`src/rtl/sald_pkg.sv`:
```
// ----------------------------------------------------------------------------
// sald_pkg
// Shared constants, types and command/status bundles for the LRU tag directory.
// ----------------------------------------------------------------------------
package sald_pkg;

    localparam int ADDR_BITS    = 24;
    localparam int MAX_SET_BITS = 10;
    localparam int MAX_WAYS     = 8;
    localparam int NUM_ROWS     = 1 << MAX_SET_BITS;
    localparam int WAY_W        = $clog2(MAX_WAYS);
    localparam int CFG_W        = 4;
    localparam int CFG_IDX_W    = 2;
    localparam int SHIFT_W      = CFG_W + 1;

    // register indexes of the configuration port
    localparam logic [CFG_IDX_W-1:0] CFG_OFFSET_BITS = 2'd0;
    localparam logic [CFG_IDX_W-1:0] CFG_SET_BITS    = 2'd1;
    localparam logic [CFG_IDX_W-1:0] CFG_WAYS_IN_USE = 2'd2;

    localparam logic [CFG_W-1:0] OFFSET_BITS_RST = 4'd4;
    localparam logic [CFG_W-1:0] SET_BITS_RST    = 4'd6;
    localparam logic [CFG_W-1:0] WAYS_IN_USE_RST = 4'd4;

    // access kinds
    localparam logic OP_LOAD  = 1'b0;
    localparam logic OP_STORE = 1'b1;

    typedef struct packed {
        logic                 valid;
        logic [ADDR_BITS-1:0] tag;
    } entry_t;

    typedef entry_t [MAX_WAYS-1:0] row_t;

    // controller to datapath
    typedef struct packed {
        logic clear;   // write one zero row of the clearing pass
        logic accept;  // latch the transaction and read its set row
        logic commit;  // write back the reordered row on a hit or load, load the result
    } cmd_t;

    // datapath to controller
    typedef struct packed {
        logic clear_last;
    } sts_t;

endpackage

```
`src/rtl/sald_ctrl.sv`:
```
// ----------------------------------------------------------------------------
// sald_ctrl
// Controller: clearing pass after reset, accept, lookup and result handoff.
// ----------------------------------------------------------------------------
module sald_ctrl
    import sald_pkg::*;
(
    input  logic aclk,
    input  logic aresetn,
    input  logic s_valid,
    output logic s_ready,
    output logic m_valid,
    input  logic m_ready,
    input  sts_t sts,
    output cmd_t cmd
);

    typedef enum logic [1:0] {
        ST_CLEAR,
        ST_IDLE,
        ST_LOOKUP
    } state_t;

    state_t state_reg;
    state_t state_next;
    logic   m_valid_reg;
    logic   m_valid_next;

    always_comb begin
        cmd.clear  = (state_reg == ST_CLEAR);
        cmd.accept = (state_reg == ST_IDLE) && s_valid;
        cmd.commit = (state_reg == ST_LOOKUP) && (!m_valid_reg || m_ready);

        state_next   = state_reg;
        m_valid_next = m_valid_reg && !m_ready;
        unique case (state_reg)
            ST_CLEAR: begin
                if (sts.clear_last) begin
                    state_next = ST_IDLE;
                end
            end
            ST_IDLE: begin
                if (s_valid) begin
                    state_next = ST_LOOKUP;
                end
            end
            ST_LOOKUP: begin
                // wait here while the previous result is still not taken
                if (cmd.commit) begin
                    state_next   = ST_IDLE;
                    m_valid_next = 1'b1;
                end
            end
            default: begin
                state_next = ST_CLEAR;
            end
        endcase
    end

    always_ff @(posedge aclk) begin
        if (!aresetn) begin
            state_reg   <= ST_CLEAR;
            m_valid_reg <= 1'b0;
        end else begin
            state_reg   <= state_next;
            m_valid_reg <= m_valid_next;
        end
    end

    assign s_ready = (state_reg == ST_IDLE);
    assign m_valid = m_valid_reg;

endmodule

```
`config.mk`:
```
export PLATFORM = sky130hd
export DESIGN_NAME = sald_ctrl
export DESIGN_NICKNAME = d
export VERILOG_FILES = /design/src/rtl/sald_pkg.sv /design/src/rtl/sald_ctrl.sv
export SDC_FILE = /design/constraint.sdc
export NUM_CORES = 1
export LEC_CHECK = 0
export BUFFER_PORTS_ARGS = -buffer_cell sky130_fd_sc_hd__buf_2
export CORE_AREA = 4 4 41 43
export CTS_CLUSTER_SIZE = 25
export DETAILED_ROUTE_END_ITERATION = 10
export DIE_AREA = 0 0 45 47
export SYNTH_ARGS = -nofsm -noshare
export SYNTH_HDL_FRONTEND = slang
export SYNTH_SLANG_ARGS = --single-unit
```
`constraint.sdc`:
```
create_clock -name aclk -period 1.4 [get_ports aclk]
set_clock_uncertainty 0.05 [all_clocks]
set_input_delay 0.14 -clock aclk [delete_from_list [all_inputs] [get_ports aclk]]
set_output_delay 0.14 -clock aclk [all_outputs]
set_load 0.01 [all_outputs]
```
==> out/summary.txt <==
Combinational share of power - 13.6%
Final min period - 1.22 ns
Worst slew pin tran - 0.235 ns
Worst Hold Slack - 0.0984 ns
PD cells - 1130 nW/µm²
Status - finished, final reports clean
# Post-CTS Setup Buffers - 0
Clk_lat worst skew - 0.23 ns
Resized Gates After CTS - 0
Core area - 1300 µm²
CP arrival - 1.03 ns
Nets - 36
Max frequency - 820 MHz
Commonest non-fill, non-tap cell in the layout - buf_2
Crit start category - register
Max-cap viol count - 0
ANT cells - 0
Non-Filler Instances - 45
Filler cells - 158
GPL Wtd Cong - 0.629
Final WL - 419 µm
Top Ports - 10
Synth Area per Inst - 9.79 µm²
PortBufs - 9
Peak supply drop - 0.205 mV
Area of the die - 2120 µm²
Cell Int Power - 220 µW
Global-route wire length before repair - 634 µm
Psw - 70.7 µW
FF+latch count, synth - 3
Mapped Nets - 22
Final setup viols - 0
Warnings, synthesis - 0
Static Leak - 0.125 nW
Vias in the first global route - 157
GR Util All Layers - 5.45%
Drt drc - 0
Setup TNS - 0 ns
Sequential group share of total power - 33.8%
Chip height - 47 µm
Root buf cell - clkbuf_4
Most frequent cells in the layout - buf_2 (9), clkbuf_4 (3), dfxtp_1 (3), nor2_1 (2), nand2b_1 (2)
Fin area - 256 µm²
Syn Inst Count - 17
Critical Path RT - 1.21 ns
1st-iter DRT viols - 0
Crit end category - output port
Share of cells above drive strength 1 - 46.7%
Synthesis-to-finish area growth - 54.1%
CTS tree - done
Vias per inst - 3.60
Hold buffer count at cts - 0
Clk sink count - 3
Worst Hold Class - in -> reg
Die extent in x - 45 µm
Routed Antenna Nets - 0
Post-Synthesis Cell Area - 166 µm²
TritonCTS Buffers - 3
Tcrit/Tclk final - 87.1%
Reg clk slew, reported paths - 0.04 ns
Final count of hold timing violations - 0
CP Max Fanout - 8
Seq/Total Area, Yosys - 36.1%
Unrepaired setup endpoints after global routing - no
DP Cell Count - 41
DR pass1 iterations - 1
Initial Utilization - 12.8%
FP Rows - 13
Final Max Slew Viols - 0
Average wire per standard cell - 9.31 µm
Clock Path Buffers - 2
Clock H-tree levels - 1
Synth unique cells - 13
Max FFs per register - 2
Vias after detailed routing - 162
Total congestion overflow - 0
Sw Ratio - 24.3%
Initial antenna violation count - 0
Slew headroom - 84.1%
Clock share of power - 52.6%
DP Area - 230 µm²
Setup CP Type - reg -> out
Largest net degree at the start of global routing - 9
==> logic make-up (layout without fill, tap and decap cells) <==
family	Yosys count	count (layout)	share of synthesized area, %
compound gates	3	3	17.3
buf+inv	1	14	2.25
flops	3	3	36.1
simple gates	10	10	44.4
==> worst paths after layout <==
kind / from / to / slack [ns] / cells past startpoint
setup / recovery: state_reg[1] / cmd[1] / 0.18 / 2
hold / removal: aresetn / state_reg[1] / 0.1 / 2
setup reg to reg: state_reg[1] / state_reg[1] / 0.40 / 2
hold reg to reg: m_valid / m_valid / 0.46 / 2
==> synth_stat cells (all sizes together) <==
| cell type | n | area share [%] |
|---|---|---|
| o21a | 1 | 4.5 |
| o41ai | 1 | 9.8 |
| dfxtp | 3 | 36 |
| inv | 1 | 2.3 |
| nand2b | 2 | 7.5 |
| nor4bb | 1 | 6.0 |
| and3b | 2 | 11 |
| nor2 | 2 | 4.5 |
| a21oi | 1 | 3.0 |
| and2b | 1 | 4.5 |
| nand4bb | 1 | 6.8 |
| nor2b | 1 | 3.8 |
==> power by group through the flow <==
stage / Combinational (mW) / Sequential [mW] / Clock [mW]
2_1_floorplan: 0.0223 / 0.0979 / 0
3_3_place_gp: 0.0395 / 0.0991 / 0
3_5_place_dp: 0.0406 / 0.0995 / 0
4_1_cts: 0.0406 / 0.0981 / 0.162
5_1_grt: 0.0435 / 0.0991 / 0.176
6_report: 0.0395 / 0.0981 / 0.153
==> layout make-up <==
class                   count  area (µm²)  area share, %
multi-input cells          13         103           40.0
flip-flops and latches      3        60.1           23.4
repair buffers              9        45.0           17.6
clock buffers               4        26.3           10.2
well taps                  15        18.8           7.32
inverters                   1        3.75           1.46
==> routing by layer <==
metal  global-route usage, %  wire (µm)  vias up
met5                       0          0        -
met4                    8.77         17        0
met3                    4.60         52        2
met2                    7.91        220        7
met1                    3.17        129       66
li1                        -          -       87
==> worst max-delay path, stage by stage, from the launching register on <==
cell and delay [ns]:
dfxtp_1 0.42, and3b_2 0.24, buf_2 0.14
==> stage by stage <==
step	total power, mW	setup WS (ns)	utilization, %
final	0.290	0.181	19.7
after global routing	0.318	0.124	19.7
after CTS	0.301	0.169	19.7
after detailed placement	0.140	0.399	17.7
after global placement	0.139	0.416	17.7
after floorplan	0.120	0.439	-
(Power assumes the default switching activity.)
